--- src/rtl/ccc_pkg.sv ---
`timescale 1ns / 1ps
// shared types for the c source character classifier
// no dependencies; used by the lexer core, the top level and the testbench
package ccc_pkg;

  typedef enum logic [3:0] {
    M_NONE   = 4'd0,
    M_LINE   = 4'd1,
    M_BLOCK  = 4'd2,
    M_DEFINE = 4'd3,
    M_SQUOTE = 4'd4,
    M_DQUOTE = 4'd5,
    M_NUM    = 4'd6,
    M_HEX    = 4'd7,
    M_FRAC   = 4'd8,
    M_EXP    = 4'd9,
    M_SUF_U  = 4'd10,
    M_SUF_UL = 4'd11
  } lex_mode_t;

  typedef enum logic [2:0] {
    S_PLAIN    = 3'd0,
    S_COMMENT  = 3'd1,
    S_DEFINE   = 3'd2,
    S_CONST    = 3'd3,
    S_CONTROL  = 3'd4,
    S_VARTYPE  = 3'd5,
    S_NONASCII = 3'd6
  } style_t;

  localparam logic [2:0] STYLE_MAX = 3'd6;

  typedef struct packed {
    logic [7:0] char_code;
    logic [7:0] next_char;
    logic [1:0] chars_left;
    logic       first_in_line;
    logic       restart;
  } char_item_t;

  typedef struct packed {
    lex_mode_t  mode;
    logic [7:0] prev_char;
    logic       esc;
    style_t     pend;
  } lex_state_t;

endpackage

--- src/rtl/ccc_char_if.sv ---
`timescale 1ns / 1ps
// valid/ready channel carrying one source character beat with its lookahead
// no dependencies
interface ccc_char_if;
  logic       valid;
  logic       ready;
  logic [7:0] char_code;
  logic [7:0] next_char;
  logic [1:0] chars_left;
  logic       first_in_line;
  logic       restart;

  modport source (output valid, char_code, next_char, chars_left, first_in_line, restart,
                  input ready);
  modport sink (input valid, char_code, next_char, chars_left, first_in_line, restart,
                output ready);
endinterface

--- src/rtl/ccc_style_if.sv ---
`timescale 1ns / 1ps
// valid/ready channel carrying one style code beat
// no dependencies
interface ccc_style_if;
  logic       valid;
  logic       ready;
  logic [2:0] style_code;

  modport source (output valid, style_code, input ready);
  modport sink (input valid, style_code, output ready);
endinterface

--- src/rtl/ccc_lexer.sv ---
`timescale 1ns / 1ps
// lexer step: classifies one character and gives the next lexer state
// depends on ccc_pkg (state, item and style types)
module ccc_lexer (
  input  ccc_pkg::lex_state_t st,
  input  ccc_pkg::char_item_t item,
  output ccc_pkg::lex_state_t st_next,
  output ccc_pkg::style_t     style
);

  function automatic logic dig(input logic [7:0] ch);
    return ch >= "0" && ch <= "9";
  endfunction

  function automatic logic xdig(input logic [7:0] ch);
    return dig(ch) || (ch >= "a" && ch <= "f") || (ch >= "A" && ch <= "F");
  endfunction

  function automatic logic ident(input logic [7:0] ch);
    return dig(ch) || (ch >= "a" && ch <= "z") || (ch >= "A" && ch <= "Z") || ch == "_";
  endfunction

  logic [7:0]          c, nx, p;
  logic                first, two;
  ccc_pkg::lex_mode_t  m;
  logic                esc;
  ccc_pkg::style_t     pend;

  // plain-mode classification
  ccc_pkg::lex_mode_t  pl_mode;
  ccc_pkg::style_t     pl_style, pl_pend;
  logic                pl_esc_clr;

  // mode-specific classification
  ccc_pkg::lex_mode_t  md_mode;
  ccc_pkg::style_t     md_style, md_pend;
  logic                md_esc, use_plain, esc_b;
  logic [7:0]          q;

  assign c     = item.char_code;
  assign nx    = item.next_char;
  assign first = item.first_in_line;
  assign two   = item.chars_left != 2'd0;
  assign p     = first ? 8'd0 : st.prev_char;

  // restart and line-start adjustments
  always_comb begin
    m    = item.restart ? ccc_pkg::M_NONE : st.mode;
    esc  = item.restart ? 1'b0 : st.esc;
    pend = item.restart ? ccc_pkg::S_PLAIN : st.pend;
    if (first) begin
      pend = ccc_pkg::S_PLAIN;
      if (m != ccc_pkg::M_BLOCK && m != ccc_pkg::M_SQUOTE && m != ccc_pkg::M_DQUOTE) begin
        m = ccc_pkg::M_NONE;
      end
    end
  end

  always_comb begin
    pl_mode    = ccc_pkg::M_NONE;
    pl_pend    = ccc_pkg::S_PLAIN;
    pl_esc_clr = 1'b0;
    priority if (two && c == "/" && nx == "/") begin
      pl_mode  = ccc_pkg::M_LINE;
      pl_style = ccc_pkg::S_COMMENT;
    end else if (two && c == "/" && nx == "*") begin
      pl_mode  = ccc_pkg::M_BLOCK;
      pl_style = ccc_pkg::S_COMMENT;
    end else if (c == "#") begin
      pl_mode  = ccc_pkg::M_DEFINE;
      pl_style = ccc_pkg::S_DEFINE;
    end else if (c == "'" || c == "\"") begin
      pl_mode    = (c == "\"") ? ccc_pkg::M_DQUOTE : ccc_pkg::M_SQUOTE;
      pl_esc_clr = 1'b1;
      pl_style   = ccc_pkg::S_CONST;
    end else if (!first && !ident(st.prev_char) && dig(c)) begin
      pl_mode  = ccc_pkg::M_NUM;
      pl_style = ccc_pkg::S_CONST;
      if (c == "0" && item.chars_left >= 2'd2 && nx == "x") begin
        pl_mode = ccc_pkg::M_HEX;
        pl_pend = ccc_pkg::S_CONST;
      end
    end else if (two && ((c == ":" && nx == ":") || (c == "-" && nx == ">"))) begin
      pl_pend  = ccc_pkg::S_VARTYPE;
      pl_style = ccc_pkg::S_VARTYPE;
    end else if (two && ((c == "=" && nx == "=") || (c == "&" && nx == "&") ||
                         (c == "|" && nx == "|") ||
                         ((c == "|" || c == "&" || c == "!" || c == "+" || c == "-") &&
                          nx == "="))) begin
      pl_pend  = ccc_pkg::S_CONTROL;
      pl_style = ccc_pkg::S_CONTROL;
    end else if (c == "&" || c == "." || c == "*" || c == "[" || c == "]") begin
      pl_style = ccc_pkg::S_VARTYPE;
    end else if (c == "~" || c == "=" || c == "^" || c == ":" || c == "%" || c == "+" ||
                 c == "-" || c == "<" || c == ">" || c == "!" || c == "?" || c == "(" ||
                 c == ")" || c == "{" || c == "}" || c == "," || c == ";" || c == "/" ||
                 c == "|") begin
      pl_style = ccc_pkg::S_CONTROL;
    end else if (c < 8'd32 || c > 8'd126) begin
      pl_style = ccc_pkg::S_NONASCII;
    end else begin
      pl_style = ccc_pkg::S_PLAIN;
    end
  end

  always_comb begin
    md_mode   = m;
    md_style  = ccc_pkg::S_CONST;
    md_pend   = ccc_pkg::S_PLAIN;
    md_esc    = esc;
    use_plain = 1'b0;
    q         = (m == ccc_pkg::M_DQUOTE) ? 8'("\"") : 8'("'");
    esc_b     = first ? 1'b0 : esc;
    unique case (m)
      ccc_pkg::M_LINE: begin
        md_style = ccc_pkg::S_COMMENT;
      end
      ccc_pkg::M_BLOCK: begin
        md_style = ccc_pkg::S_COMMENT;
        if (!first && p == "*" && c == "/") md_mode = ccc_pkg::M_NONE;
      end
      ccc_pkg::M_DEFINE: begin
        if (two && c == "/" && nx == "/") begin
          md_mode  = ccc_pkg::M_LINE;
          md_style = ccc_pkg::S_COMMENT;
        end else if (two && c == "/" && nx == "*") begin
          md_mode  = ccc_pkg::M_BLOCK;
          md_style = ccc_pkg::S_COMMENT;
        end else begin
          md_style = ccc_pkg::S_DEFINE;
        end
      end
      ccc_pkg::M_SQUOTE, ccc_pkg::M_DQUOTE: begin
        if (c == q && (p != "\\" || esc_b)) begin
          md_mode = ccc_pkg::M_NONE;
          md_esc  = 1'b0;
        end else begin
          md_esc = (p == "\\" && c == "\\") ? !esc_b : 1'b0;
        end
      end
      ccc_pkg::M_NUM: begin
        priority if (c == ".") begin
          md_mode = ccc_pkg::M_FRAC;
        end else if (c == "e" || c == "E") begin
          md_mode = ccc_pkg::M_EXP;
          if (two && (nx == "+" || nx == "-")) md_pend = ccc_pkg::S_CONST;
        end else if (dig(c)) begin
          md_style = ccc_pkg::S_CONST;
        end else if (c == "L" || c == "F") begin
          md_mode  = ccc_pkg::M_NONE;
          md_style = ccc_pkg::S_VARTYPE;
        end else if (c == "U") begin
          md_mode  = ccc_pkg::M_SUF_U;
          md_style = ccc_pkg::S_VARTYPE;
        end else begin
          use_plain = 1'b1;
        end
      end
      ccc_pkg::M_HEX: begin
        use_plain = !xdig(c);
      end
      ccc_pkg::M_FRAC: begin
        priority if (dig(c)) begin
          md_style = ccc_pkg::S_CONST;
        end else if (c == "e" || c == "E") begin
          md_mode = ccc_pkg::M_EXP;
          if (two && (nx == "+" || nx == "-")) md_pend = ccc_pkg::S_CONST;
        end else begin
          use_plain = 1'b1;
        end
      end
      ccc_pkg::M_EXP: begin
        use_plain = !dig(c);
      end
      ccc_pkg::M_SUF_U: begin
        if (c == "L") begin
          md_mode  = ccc_pkg::M_SUF_UL;
          md_style = ccc_pkg::S_VARTYPE;
        end else begin
          use_plain = 1'b1;
        end
      end
      ccc_pkg::M_SUF_UL: begin
        if (c == "L") begin
          md_mode  = ccc_pkg::M_NONE;
          md_style = ccc_pkg::S_VARTYPE;
        end else begin
          use_plain = 1'b1;
        end
      end
      default: begin
        use_plain = 1'b1;
      end
    endcase
  end

  // a pending second-character style wins over classification
  always_comb begin
    st_next.prev_char = c;
    if (pend != ccc_pkg::S_PLAIN) begin
      style        = pend;
      st_next.mode = m;
      st_next.esc  = esc;
      st_next.pend = ccc_pkg::S_PLAIN;
    end else if (use_plain) begin
      style        = pl_style;
      st_next.mode = pl_mode;
      st_next.esc  = pl_esc_clr ? 1'b0 : esc;
      st_next.pend = pl_pend;
    end else begin
      style        = md_style;
      st_next.mode = md_mode;
      st_next.esc  = md_esc;
      st_next.pend = md_pend;
    end
  end

endmodule

--- src/rtl/c_source_char_classifier.sv ---
`timescale 1ns / 1ps
// top level of the c source character classifier: input register, lexer state, result register
// depends on ccc_pkg, ccc_char_if, ccc_style_if and ccc_lexer
//
// usage
// - chars: one beat per source character, with the next character on the same
//   line, a saturating count of characters left on the line, a column-zero
//   flag and a restart flag that drops back to plain mode
// - styles: one beat per character carrying its 3-bit style code, in order
// - path: a character is loaded into the input register when it is accepted, and its
//   style is registered in the result register when the character leaves the input register
// - throughput: one character per cycle while styles is not stalled; the lexer state
//   loop runs from the state register through ccc_lexer and back into the state register
// - stall: while styles is stalled the result register holds, the input
//   register still takes one more beat, and chars.ready drops only when both
//   registers are full
// - reset (rst, synchronous): lexer in plain mode, previous character zero,
//   no escape and no pending style; both registers empty
module c_source_char_classifier (
  input logic          clk,
  input logic          rst,
  ccc_char_if.sink     chars,
  ccc_style_if.source  styles
);

  // input register
  logic                in_valid;
  ccc_pkg::char_item_t in_item;

  // lexer state
  ccc_pkg::lex_state_t st, st_next;
  ccc_pkg::style_t     style;

  // result register
  logic                out_valid;
  logic [2:0]          out_style;

  logic                advance;

  // the result register can take a new style when empty or being drained
  assign advance     = !out_valid || styles.ready;
  assign chars.ready = !in_valid || advance;

  always_ff @(posedge clk) begin
    if (rst) begin
      in_valid <= 1'b0;
    end else if (chars.ready) begin
      in_valid <= chars.valid;
    end
  end

  always_ff @(posedge clk) begin
    if (chars.valid && chars.ready) begin
      in_item.char_code     <= chars.char_code;
      in_item.next_char     <= chars.next_char;
      in_item.chars_left    <= chars.chars_left;
      in_item.first_in_line <= chars.first_in_line;
      in_item.restart       <= chars.restart;
    end
  end

  ccc_lexer u_lexer (
    .st      (st),
    .item    (in_item),
    .st_next (st_next),
    .style   (style)
  );

  // state moves only when a character leaves the input register
  always_ff @(posedge clk) begin
    if (rst) begin
      st.mode      <= ccc_pkg::M_NONE;
      st.prev_char <= 8'd0;
      st.esc       <= 1'b0;
      st.pend      <= ccc_pkg::S_PLAIN;
    end else if (in_valid && advance) begin
      st <= st_next;
    end
  end

  always_ff @(posedge clk) begin
    if (rst) begin
      out_valid <= 1'b0;
    end else if (advance) begin
      out_valid <= in_valid;
    end
  end

  always_ff @(posedge clk) begin
    if (in_valid && advance) begin
      out_style <= style;
    end
  end

  assign styles.valid      = out_valid;
  assign styles.style_code = out_style;

  // no style code beyond the defined range is ever sent
  a_style_range: assert property (@(posedge clk) disable iff (rst)
    out_valid |-> out_style <= ccc_pkg::STYLE_MAX)
    else $error("style code out of range");

  // with both registers full and the output stalled, no new beat is taken
  a_full_stall: assert property (@(posedge clk) disable iff (rst)
    (in_valid && out_valid && !styles.ready) |-> !chars.ready)
    else $error("input taken while pipeline full");

  // lexer state is frozen while the result register is stalled
  a_state_hold: assert property (@(posedge clk) disable iff (rst)
    (out_valid && !styles.ready) |=> $stable(st))
    else $error("lexer state moved during stall");

  // a stalled result holds its code
  a_out_hold: assert property (@(posedge clk) disable iff (rst)
    (out_valid && !styles.ready) |=> (out_valid && $stable(out_style)))
    else $error("stalled style changed");

endmodule

--- src/flat_wrapper.sv ---
// flat-port wrapper written by rule: the top's interface ports become plain ports
module c_source_char_classifier_flat 
  (clk, rst, chars_valid, chars_char_code, chars_next_char, chars_chars_left, chars_first_in_line, chars_restart, chars_ready, styles_valid, styles_style_code, styles_ready);
  ccc_char_if chars_i ();
  ccc_style_if styles_i ();
  input logic clk;
  input logic rst;
  input wire logic [$bits(chars_i.valid)-1:0] chars_valid;
  input wire logic [$bits(chars_i.char_code)-1:0] chars_char_code;
  input wire logic [$bits(chars_i.next_char)-1:0] chars_next_char;
  input wire logic [$bits(chars_i.chars_left)-1:0] chars_chars_left;
  input wire logic [$bits(chars_i.first_in_line)-1:0] chars_first_in_line;
  input wire logic [$bits(chars_i.restart)-1:0] chars_restart;
  output wire logic [$bits(chars_i.ready)-1:0] chars_ready;
  output wire logic [$bits(styles_i.valid)-1:0] styles_valid;
  output wire logic [$bits(styles_i.style_code)-1:0] styles_style_code;
  input wire logic [$bits(styles_i.ready)-1:0] styles_ready;
  assign chars_i.valid = chars_valid;
  assign chars_i.char_code = chars_char_code;
  assign chars_i.next_char = chars_next_char;
  assign chars_i.chars_left = chars_chars_left;
  assign chars_i.first_in_line = chars_first_in_line;
  assign chars_i.restart = chars_restart;
  assign chars_ready = chars_i.ready;
  assign styles_valid = styles_i.valid;
  assign styles_style_code = styles_i.style_code;
  assign styles_i.ready = styles_ready;
  c_source_char_classifier u_core (.clk(clk), .rst(rst), .chars(chars_i), .styles(styles_i));
endmodule
--- config.mk ---
export PLATFORM = sky130hd
export DESIGN_NAME = c_source_char_classifier_flat
export DESIGN_NICKNAME = d
export VERILOG_FILES = /design/src/rtl/ccc_pkg.sv /design/src/rtl/ccc_char_if.sv /design/src/rtl/ccc_style_if.sv /design/src/rtl/ccc_lexer.sv /design/src/rtl/c_source_char_classifier.sv /design/src/flat_wrapper.sv
export SDC_FILE = /design/constraint.sdc
export NUM_CORES = 1
export LEC_CHECK = 0
export BUFFER_PORTS_ARGS = -buffer_cell sky130_fd_sc_hd__buf_2
export CORE_UTILIZATION = 30
export DETAILED_ROUTE_END_ITERATION = 10
export HOLD_SLACK_MARGIN = 0.02
export PLACE_DENSITY = 0.51
export SETUP_SLACK_MARGIN = 0.5
export SYNTH_ARGS = -nofsm -noshare
export SYNTH_HDL_FRONTEND = slang
export SYNTH_SLANG_ARGS = --single-unit
export TNS_END_PERCENT = 20
--- constraint.sdc ---
create_clock -name clk -period 2.2 [get_ports clk]
set_input_delay 0.22 -clock clk [delete_from_list [all_inputs] [get_ports clk]]
set_output_delay 0.22 -clock clk [all_outputs]
set_load 0.03 [all_outputs]
==> metrics.md, run 1 <==
| Metric | Value |
|---|---|
| Fill count | `around 1100` |
| Post-synth EDFFs | `23` |
| Final Max Slew Viols | `0` |
| Die height | `between 100 and 150 µm` |
| Initial Utilization | `between 30% and 40%` |
| Internal cell power | `1.25 mW` |
| Yosys warnings | `0` |
| Switching power | `~540 µW` |
| Max Cap Viol | `0` |
| CP required | `2.26 ns` |
| CP arrival | `approximately 2.6 ns` |
| Min Hold Slack | `~0.081 ns` |
| PwrDens | `approximately 420 nW/µm²` |
| Routed wire length | `approximately 11 mm` |
| Post-route antenna net violation count | `0` |
| Clock power frac | `between 20 and 30%` |
| Post-synthesis cell count | `between 300 and 400` |
| Non-Filler Instances | `approximately 620` |
| Worst skew pair latency | `~0.30 ns` |
| Critical Path Slowest Stage Cell | `or4b_4` |
| Syn Std Cell Area | `3190 µm²` |
| Routed vias | `roughly 3400` |
| DP Cell Count | `601` |
| Die W | `approximately 110 µm` |
| Actual slew at the worst max-slew pin | `roughly 0.48 ns` |
| Die area | `around 11000 µm²` |
| Worst VDD drop | `between 0.2 and 0.25 mV` |
| Total track usage | `roughly 20%` |
| DP Area | `about 4000 µm²` |
| Post-synthesis cell type count | `73` |
| Worst Setup Slack, final | `-0.286 ns` |
| #FFs+latches synth | `41` |
| RSZ-0062 raised after global routing | `yes` |
| Layout area overhead | `34.4%` |
| GP Congestion | `0.983` |
| Number of global-route vias before repair | `3295` |
| CTS H-tree depth | `2` |
| Switching Share | `30.3%` |
| CTS tree | `done` |
| Core area | `around 10000 µm²` |
| Final period util | `113%` |
| CP endpoint kind | `register` |
| F_max | `around 400 MHz` |
| Worst-path clk slew | `about 0.090 ns` |
| Share of layout cells above drive strength 1 | `between 30 and 40%` |
| CP dominant cell by count | `o211ai_1` |
| Clk root buf | `clkbuf_8` |
| Drt pass-1 iters | `5` |
| Critical-path cell list | `or4b_4 -> buf_6 -> or4_4 -> o211ai_1 -> o211ai_1 -> o21a_1` |
| Final setup violation count | `11` |
| Post-synthesis sequential area ratio | `33.0%` |
| Status | `complete, but fails checks` |
| Layout Skew | `approximately 0.007 ns` |
| Dpl hpwl | `between 8 and 9 mm` |
| Placement Rows | `37` |
| Total Nets Final | `506` |
| IO Port Bufs | `28` |
| Reported leakage power | `1.59 nW` |
| # diodes | `0` |
| Initial antenna violation count | `0` |
| Crit path launch type | `register` |
| Largest net degree at the start of global routing | `23` |
| I/O pin count | `29` |
| First-iteration detailed-routing DRC count | `262` |
| Residual DRC count | `0` |
| Synthesized Nets | `approximately 400` |
| Cts bufs inserted | `5` |
| Rel. slew slack | `between 60% and 70%` |
| Final Instance Area | `~4300 µm²` |
| Main synth FF type | `edfxtp_1` |
| Hold Violations, Final | `0` |
| Min-delay worst type | `in2reg` |
| First-pass GRT wire length | `around 17 mm` |
| Via density | `between 5 and 6` |
| Crit Path Max Fanout | `5` |
| Sequential power share | `between 40% and 50%` |
| # clock sinks | `41` |
| Clock period minus worst slack | `between 2 and 2.5 ns` |
| Comb power frac | `a little over a fifth` |
| Remaining Overflow, GRT | `0` |
| Critical path class | `reg2reg` |
| Max stage delay on crit path | `around 0.56 ns` |
| Worst-case clock buffer depth | `2` |
| Drt wl/cell | `around 17 µm` |
| Post-synth ARST share | `0%` |
| Failing checks | `negative setup slack` |
| Synthesized area per cell | `approximately 8.3 µm²` |
| Cts hold-fix bufs | `0` |
==> routing by layer <==
| layer | track usage, % | vias to the layer above | routed length [µm] |
|---|---|---|---|
| met2 | 31.6 | 137 | 4890 |
| met1 | 27.3 | 1623 | 5030 |
| met5 | 0 | - | 0 |
| met4 | 4.93 | 0 | 191 |
| met3 | 2.50 | 22 | 562 |
| li1 | - | 1664 | - |
==> logic make-up after synthesis <==
family / synth area share (%)
buf+inv: 5.50
mux: 0.982
flops: 33.0
xor+xnor: 1.65
simple gates: 35.3
compound gates: 23.6
==> worst max-delay path, delay by kind of cell, from the launching register on <==
kind | cells | cell delay (ns)
compound gates | 3 | 0.59
flops | 1 | 0.43
buf+inv | 1 | 0.15
simple gates | 2 | 1.07
==> per-stage QoR <==
stage          power (mW)  setup WS (ns)  TNS [ns]  utilization [%]
2_1_floorplan        1.10         -0.137    -0.814                -
3_5_place_dp         1.25         -0.318     -2.41             38.9
4_1_cts              1.77         -0.290     -1.79             40.6
3_3_place_gp         1.25         -0.280     -2.13             38.9
6_report             1.79         -0.286     -2.14             41.5
5_1_grt              1.85         -0.404     -3.27             41.5
==> state kept, by name, indices dropped and copies added, names as in the netlist <==
register and count:
u_core.in_item 20, u_core.in_valid 1, u_core.st 16, u_core.styles.style_code 3, u_core.styles.valid 1
==> Yosys cell counts (all sizes together) (3+ instances only) <==
cell type | number | area (µm²)
or4b | 5 | 53.8
o21ai | 16 | 80.1
nor3b | 6 | 45.0
a21oi | 28 | 140
or4 | 6 | 48.8
clkbuf | 24 | 90.1
a211oi | 3 | 35.0
nand4 | 9 | 56.3
and3 | 4 | 25.0
nor4b | 5 | 58.8
nor2b | 5 | 31.3
xor2 | 3 | 26.3
or3b | 7 | 61.3
o211ai | 9 | 67.6
o41ai | 3 | 26.3
a31o | 4 | 35.0
nand4b | 4 | 35.0
a22oi | 3 | 22.5
nor3 | 17 | 85.1
o21a | 6 | 45.0
nand2 | 41 | 156
a2111oi | 4 | 53.8
buf | 11 | 55.0
nor2 | 24 | 90.1
nand3 | 15 | 75.1
inv | 8 | 30.0
edfxtp | 23 | 691
a31oi | 5 | 31.3
nor4 | 6 | 52.6
or2 | 4 | 25.0
nand3b | 11 | 82.6
dfxtp | 18 | 360
nand2b | 9 | 56.3
and3b | 4 | 35.0
xnor2 | 3 | 26.3
==> final cells by class <==
cell class	count	area, µm²	share of cell area [%]
multi-input combinational	302	2070	48.4
sequential	41	1050	24.5
timing repair buffer	124	876	20.4
tap	136	170	3.97
clock buffer	7	76.3	1.78
inverter	8	30.0	0.701
clock inverter	1	5.00	0.117
==> power by group through the flow <==
| stage | clock network (mW) | registers, mW | logic [mW] |
|---|---|---|---|
| 6_report | 0.522 | 0.879 | 0.386 |
| 3_3_place_gp | 0 | 0.895 | 0.356 |
| 5_1_grt | 0.551 | 0.885 | 0.417 |
| 4_1_cts | 0.527 | 0.879 | 0.368 |
| 3_5_place_dp | 0 | 0.896 | 0.356 |
| 2_1_floorplan | 0 | 0.897 | 0.203 |
==> layout by cell type (no fill, tap or decap), drive strengths merged, types with 4 or more instances in the layout <==
cell       n
a31o       4
nor4       6
nand2b     9
and3b      4
o21a       6
a31oi      5
nor3b      6
nor2b      5
clkbuf     7
nand4b     4
inv        8
nor3      17
nand4      9
and3       4
a2111oi    4
or4b       5
nand3     15
or2        4
buf      124
o21ai     16
nand3b    11
a21oi     28
or4        6
nor4b      5
nand2     41
o211ai     9
edfxtp    23
dfxtp     18
or3b       7
nor2      24
==> final timing paths <==
check | startpoint | endpoint | slack (ns) | cells past startpoint
worst max-delay path | u_core.in_item[16]$_DFFE_PP_ | u_core.styles.style_code[0]$_DFFE_PP_ | -0.29 | 6
worst min-delay path | chars_char_code[2] | u_core.in_item[14]$_DFFE_PP_ | 0.08 | 1
worst max register to register | u_core.in_item[16]$_DFFE_PP_ | u_core.styles.style_code[0]$_DFFE_PP_ | -0.29 | 6
worst min register to register | u_core.st[8]$_SDFFE_PP0P_ | u_core.st[8]$_SDFFE_PP0P_ | 0.49 | 2
==> what timing repair did <==
item	in CTS	in global routing
pin swaps	11	10
gates cloned	0	0
buffers inserted	5	5
endpoints found under the setup margin	31	14
hold endpoints to repair	0	0
gates resized for setup	16	11
Note: power is estimated with default switching activity, not from simulation.
==> inputs of run 2 (changes only) <==
--- a/config.mk
+++ b/config.mk
@@ -9,6 +9,7 @@
 export CORE_UTILIZATION = 30
 export DETAILED_ROUTE_END_ITERATION = 10
 export HOLD_SLACK_MARGIN = 0.02
+export MAX_ROUTING_LAYER = met4
 export PLACE_DENSITY = 0.51
 export SETUP_SLACK_MARGIN = 0.5
 export SYNTH_ARGS = -nofsm -noshare
==> run 2 against run 1 <==
  * Largest cell class unchanged
  * Via count up 1.4%
  * Largest power group unchanged
  * Non-clock buffer count unchanged
  * Hold slack worse by 0.0047 ns
  * Global-route usage up 1.8 points
  * Final area up 0.23%
  * Die area unchanged
  * The run still ends with negative setup slack left
  * Critical path depth up 1
  * Count of clock-buffer cells in the layout down 2
  * Core utilization up 0.097 points
==> metrics.md, run 2 (same netlist as run 1, synthesis figures left out) <==
| Metric | Value |
|---|---|
| Hold Violations, Final | `0 (unchanged)` |
| Place WS | `-0.341 ns (-0.0231 ns)` |
| Die height | `105 µm (unchanged)` |
| Max stage delay on crit path | `0.44 ns (-0.12 ns)` |
| Status | `complete, but fails checks` |
| I/O pin count | `29 (unchanged)` |
| Cts hold-fix bufs | `0 (unchanged)` |
| Setup crit start | `u_core.in_item[1]$_DFFE_PP_` |
| Routed wire length | `11.0 mm (+3.1%)` |
| Clock period minus worst slack | `2.56 ns (+0.0726 ns)` |
| F_max | `391 MHz (-2.8%)` |
| GP Congestion | `0.955 (-2.9%)` |
| Min-delay worst type | `in2reg` |
| Drt pass-1 iters | `5 (unchanged)` |
| Fin util | `41.6% (+0.097 points)` |
| Final setup violation count | `11 (unchanged)` |
| IO Port Bufs | `28 (unchanged)` |
| Biggest register | `u_core.in_item` |
| Layout Skew | `0.00697 ns (+0.0000983 ns)` |
| # diodes | `0 (unchanged)` |
| Worst Setup Slack, final | `-0.358 ns (-0.0726 ns)` |
| Min Hold Slack | `0.0767 ns (-0.00475 ns)` |
| Comb power frac | `22.2% (+0.6 points)` |
| Residual DRC count | `0 (unchanged)` |
| Largest net degree at the start of global routing | `23 (unchanged)` |
| First-pass GRT wire length | `17.8 mm (+5.2%)` |
| CTS tree | `done` |
| Internal cell power | `1.24 mW (-0.43%)` |
| Placement Rows | `37 (unchanged)` |
| Reported leakage power | `1.60 nW (+0.54%)` |
| DP Cell Count | `599 (-0.33%)` |
| Number of global-route vias before repair | `3242 (-1.6%)` |
| Routed vias | `3495 (+1.4%)` |
| Critical-path cell list | `or3b_4 -> o221a_4 -> o211a_1 -> o211ai_1 -> nand4_1 -> buf_4 -> a221oi_2` |
| Non-Filler Instances | `619 (unchanged)` |
| Die W | `105 µm (unchanged)` |
| Clk root buf | `clkbuf_8` |
| Cts bufs inserted | `5 (unchanged)` |
| PwrDens | `414 nW/µm² (-0.75%)` |
| Crit path launch type | `register` |
| Max Cap Viol | `0 (unchanged)` |
| Sequential power share | `49.5% (+0.3 points)` |
| Die area | `11000 µm² (unchanged)` |
| CTS H-tree depth | `2 (unchanged)` |
| Worst-path clk slew | `0.09 ns (about the same)` |
| Final period util | `116% (+3.3 points)` |
| Critical Path Slowest Stage Cell | `edfxtp_1` |
| Setup TNS | `-2.60 ns (-0.455 ns)` |
| Fill count | `1058 (-0.094%)` |
| Total track usage | `21.4% (+1.8 points)` |
| Drt wl/cell | `17.8 µm (+3.1%)` |
| R2R setup slack | `-0.36 ns (-0.07 ns)` |
| # clock sinks | `41 (unchanged)` |
| Critical R2R Capture | `u_core.styles.style_code[2]$_DFFE_PP_` |
| Share of layout cells above drive strength 1 | `35.0% (-0.83 points)` |
| Worst-case clock buffer depth | `2 (unchanged)` |
| Total power | `1.78 mW (-0.52%)` |
| DP Area | `4000 µm² (-0.37%)` |
| RSZ-0062 raised after global routing | `yes` |
| Failing checks | `negative setup slack` |
| Remaining Overflow, GRT | `0 (unchanged)` |
| Post-route antenna net violation count | `0 (unchanged)` |
| First-iteration detailed-routing DRC count | `351 (+34%)` |
| Total Nets Final | `506 (unchanged)` |
| CP arrival | `2.69 ns (+0.14 ns)` |
| Switching Share | `30.2% (-0.066 points)` |
| Max reg flops | `20 (unchanged)` |
| Rel. slew slack | `61.6% (-5.7 points)` |
| Clock power frac | `28.3% (-0.9 points)` |
| CP required | `2.33 ns (+0.07 ns)` |
| Final Max Slew Viols | `0 (unchanged)` |
| Dpl hpwl | `8.51 mm (+2.5%)` |
| Initial antenna violation count | `0 (unchanged)` |
| Via density | `5.65 (+1.4%)` |
| Crit Path Max Fanout | `4 (-1)` |
| Commonest cells after routing, fill and taps aside | `buf_4, nand2_1, buf_2` |
| Final Instance Area | `4290 µm² (+0.23%)` |
| Switching power | `538 µW (-0.74%)` |
| Actual slew at the worst max-slew pin | `0.571 ns (+0.0934 ns)` |
| Layout area overhead | `34.7%` |
| CP endpoint kind | `register` |
| Initial Utilization | `30.9% (unchanged)` |
| Most common cell after layout, fill and taps aside | `buf_4` |
| Worst VDD drop | `0.267 mV (+10%)` |
| Critical path class | `reg2reg` |
| Reg2reg path depth | `7 (+1)` |
| Worst r2r src | `u_core.in_item[1]$_DFFE_PP_` |
| Core area | `10300 µm² (unchanged)` |
| Worst skew pair latency | `0.31 ns (about the same)` |
| Worst setup endpoint | `u_core.styles.style_code[2]$_DFFE_PP_` |
-- run 2: cell count changes in the layout (fill, tap and decap cells not counted), moves of 2 or more --
cell	previous run	this run
o21ai_1	1	3
buf_4	92	88
clkbuf_1	2	0
buf_6	4	8
nand2_1	38	40
clkinv_1	0	2
nand2_2	3	1
-- run 2: layout make-up --
type | instances | area (µm²) | area share (%)
timing repair buffer | 124 | 891 | 20.8
multi-input combinational | 302 | 2070 | 48.2
inverter | 8 | 30.0 | 0.700
clock buffer | 5 | 68.8 | 1.60
tap | 136 | 170 | 3.96
sequential | 41 | 1050 | 24.5
clock inverter | 3 | 12.5 | 0.291
-- run 2: worst min-delay path by stage --
stage | cells past startpoint | end | startpoint
final | 1 | u_core.in_item[17]$_DFFE_PP_ | chars_char_code[5]
after global routing | 1 | u_core.in_item[13]$_DFFE_PP_ | chars_char_code[1]
after floorplan | 0 | u_core.in_item[0]$_DFFE_PP_ | chars_restart
after global placement | 1 | u_core.in_item[12]$_DFFE_PP_ | chars_char_code[0]
after detailed placement | 1 | u_core.in_item[17]$_DFFE_PP_ | chars_char_code[5]
after CTS | 1 | u_core.in_item[17]$_DFFE_PP_ | chars_char_code[5]
-- run 2: routing by layer --
layer / share of wire (%) / vias up / routed length, µm / GRT usage (%)
met4: 2.8 / 0 / 312 / 7.24
met1: 46 / 1667 / 5020 / 28.7
met2: 46 / 132 / 5050 / 32.5
met3: 5.7 / 23 / 622 / 3.43
li1: - / 1673 / - / -
met5: 0 / - / 0 / -
-- run 2: timing repair --
| action | CTS | global route |
|---|---|---|
| buffers inserted | 6 | 6 |
| endpoints found under the hold margin | 0 | 0 |
| pin swaps | 19 | 10 |
| setup endpoints to repair | 31 | 11 |
| gates resized for setup | 17 | 11 |
-- run 2: power groups by stage --
stage	clock [mW]	combinational (mW)	sequential, mW
after floorplan	0	0.203	0.897
after global placement	0	0.356	0.895
after detailed placement	0	0.357	0.898
after CTS	0.516	0.375	0.880
after global routing	0.542	0.427	0.885
final	0.504	0.395	0.879
-- run 2: critical path, delay by kind of cell, from the launching register on --
kind,cells,cell delay [ns]
flops,1,0.44
simple gates,2,0.65
buf+inv,1,0.18
compound gates,4,1.10
==> inputs of run 3 (changes only) <==
--- a/config.mk
+++ b/config.mk
@@ -6,11 +6,13 @@
 export NUM_CORES = 1
 export LEC_CHECK = 0
 export BUFFER_PORTS_ARGS = -buffer_cell sky130_fd_sc_hd__buf_2
+export CELL_PAD_IN_SITES_DETAIL_PLACEMENT = 0
+export CELL_PAD_IN_SITES_GLOBAL_PLACEMENT = 1
 export CORE_UTILIZATION = 30
 export DETAILED_ROUTE_END_ITERATION = 10
 export HOLD_SLACK_MARGIN = 0.02
 export MAX_ROUTING_LAYER = met4
-export PLACE_DENSITY = 0.51
+export PLACE_DENSITY_LB_ADDON = 0.1
 export SETUP_SLACK_MARGIN = 0.5
 export SYNTH_ARGS = -nofsm -noshare
 export SYNTH_HDL_FRONTEND = slang
==> run 3 against run 2 <==
  * The run still ends with negative setup slack left
  * Combinational power up 3%
  * Core utilization up 1.1 points
  * Clock power about the same
  * Sequential power up 0.6%
  * Global-route usage up 1.0 points
  * Highest routed layer unchanged
  * Register-to-register slack about the same
  * Cell count up 1.8%
  * Final area up 2.6%
  * Non-clock buffer count up 11
  * Die area unchanged
  * Critical path depth up 2
==> metrics.md, run 3 (same netlist as run 1, synthesis figures left out) <==
| Metric | Value |
|---|---|
| Total power | `1.79 mW (+0.95%)` |
| Total Nets Final | `517 (+2.2%)` |
| Routed vias | `3464 (-0.89%)` |
| Clk root buf | `clkbuf_8` |
| Actual slew at the worst max-slew pin | `0.533 ns (-0.0382 ns)` |
| Total track usage | `22.4% (+1.0 points)` |
| Final period util | `116% (-0.41 points)` |
| Routed wire length | `11.5 mm (+4.4%)` |
| Cts bufs inserted | `5 (unchanged)` |
| Status | `complete, but fails checks` |
| Max reg flops | `20 (unchanged)` |
| Crit Path Max Fanout | `5 (+1)` |
| CTS H-tree depth | `2 (unchanged)` |
| IO Port Bufs | `28 (unchanged)` |
| Worst Setup Slack, final | `-0.349 ns (+0.00913 ns)` |
| Worst VDD drop | `0.265 mV (-0.76%)` |
| Dpl hpwl | `9.05 mm (+6.3%)` |
| Fill count | `1060 (+0.19%)` |
| Worst-case clock buffer depth | `2 (unchanged)` |
| GP Congestion | `0.888 (-7.0%)` |
| Core area | `10300 µm² (unchanged)` |
| CP arrival | `2.61 ns (-0.08 ns)` |
| Biggest register | `u_core.in_item` |
| Cts hold-fix bufs | `0 (unchanged)` |
| Residual DRC count | `0 (unchanged)` |
| Critical path class | `reg2reg` |
| Drt wl/cell | `18.2 µm (+2.6%)` |
| Hold Violations, Final | `0 (unchanged)` |
| Crit path launch type | `register` |
| Worst skew pair latency | `0.30 ns (about the same)` |
| Die height | `105 µm (unchanged)` |
| Non-Filler Instances | `630 (+1.8%)` |
| Post-route antenna net violation count | `0 (unchanged)` |
| Critical Path Slowest Stage Cell | `or3b_4` |
| # diodes | `0 (unchanged)` |
| Number of global-route vias before repair | `3408 (+5.1%)` |
| CP required | `2.27 ns (-0.06 ns)` |
| CP dominant cell by count | `buf_6` |
| Largest net degree at the start of global routing | `21 (-8.7%)` |
| DP Cell Count | `608 (+1.5%)` |
| Final setup violation count | `11 (unchanged)` |
| Die area | `11000 µm² (unchanged)` |
| Layout Skew | `0.00485 ns (-0.00212 ns)` |
| Levels on crit path | `9 (+2)` |
| Min-delay worst type | `in2reg` |
| First-iteration detailed-routing DRC count | `236 (-33%)` |
| Clock period minus worst slack | `2.55 ns (-0.00913 ns)` |
| Placement Rows | `37 (unchanged)` |
| Max stage delay on crit path | `0.46 ns (+0.02 ns)` |
| Most common cell after layout, fill and taps aside | `buf_4` |
| CP endpoint kind | `register` |
| PwrDens | `407 nW/µm² (-1.6%)` |
| Hold Crit Depth | `1 (unchanged)` |
| Max Cap Viol | `0 (unchanged)` |
| Rel. slew slack | `64.1% (+2.5 points)` |
| CTS tree | `done` |
| Commonest cells after routing, fill and taps aside | `buf_4, nand2_1, buf_2` |
| Reg2reg path depth | `9 (+2)` |
| CP delay by family, top | `compound AO/OA/AOI/OAI gates` |
| Die W | `105 µm (unchanged)` |
| F_max | `392 MHz (+0.36%)` |
| Reported leakage power | `1.66 nW (+3.3%)` |
| Place WS | `-0.350 ns (-0.00916 ns)` |
| Buf+Inv Stages, Crit Path | `3 (+2)` |
| Initial antenna violation count | `0 (unchanged)` |
| Remaining Overflow, GRT | `0 (unchanged)` |
| Failing checks | `negative setup slack` |
| Initial Utilization | `30.9% (unchanged)` |
| Final Max Slew Viols | `0 (unchanged)` |
| Drt pass-1 iters | `5 (unchanged)` |
| Share of layout cells above drive strength 1 | `38.1% (+3.1 points)` |
| First-pass GRT wire length | `18.5 mm (+4.0%)` |
| I/O pin count | `29 (unchanged)` |
| Worst-path clk slew | `0.08 ns (about the same)` |
| Via density | `5.50 (-2.6%)` |
| # clock sinks | `41 (unchanged)` |
| RSZ-0062 raised after global routing | `yes` |
| Layout area overhead | `38.2%` |
| Critical-path cell list | `or3b_4 -> buf_6 -> nand3b_1 -> o211a_1 -> o211ai_1 -> buf_4 -> buf_6 -> mux2i_1 -> o21ai_1` |
| Min Hold Slack | `0.0849 ns (+0.00821 ns)` |
==> run 3: cell type report <==
| class | count | area, µm² | share of cell area (%) |
|---|---|---|---|
| repair buffers | 135 | 977 | 22.2 |
| flip-flops and latches | 41 | 1050 | 23.9 |
| well taps | 136 | 170 | 3.86 |
| multi-input cells | 302 | 2090 | 47.5 |
| inverters | 8 | 30.0 | 0.682 |
| clock buffers | 6 | 72.6 | 1.65 |
| clock inverters | 2 | 10.0 | 0.227 |
==> run 3: what timing repair did <==
action / in CTS / in global routing
endpoints found under the setup margin: 31 / 11
buffers inserted: 12 / 2
pin swaps: 20 / 10
hold endpoints to repair: 0 / 0
resized for setup: 26 / 11
==> run 3: where the power goes <==
part	switching, mW	internal, mW	total (mW)
combinational	0.222	0.185	0.407
clock	0.282	0.221	0.503
sequential	0.0347	0.850	0.884
total	0.539	1.26	1.79
==> run 3: per-stage QoR <==
step,instance area (µm²),utilization (%),TNS (ns)
6_report,4400,42.7,-2.51
5_1_grt,4400,42.7,-3.60
4_1_cts,4340,42.0,-2.17
3_5_place_dp,4070,39.4,-2.78
3_3_place_gp,4070,39.4,-2.64
2_1_floorplan,3230,-,-0.814
==> run 3: path summary, 6_finish.rpt <==
kind / startpoint / end / slack (ns)
max reg2reg: u_core.in_item[1]$_DFFE_PP_ / u_core.styles.style_code[1]$_DFFE_PP_ / -0.35
max: u_core.in_item[1]$_DFFE_PP_ / u_core.styles.style_code[1]$_DFFE_PP_ / -0.35
min reg2reg: u_core.st[1]$_SDFFE_PP0P_ / u_core.st[1]$_SDFFE_PP0P_ / 0.48
min: chars_char_code[6] / u_core.in_item[18]$_DFFE_PP_ / 0.08
==> run 3: metal layers <==
layer | routed length (µm) | up-vias | GRT usage [%] | share of wire [%]
met1 | 5340 | 1659 | 29.1 | 46
met5 | 0 | - | - | 0
met2 | 5380 | 104 | 36.1 | 47
met4 | 320 | 0 | 7.75 | 2.8
met3 | 453 | 20 | 2.31 | 3.9
li1 | - | 1681 | - | -
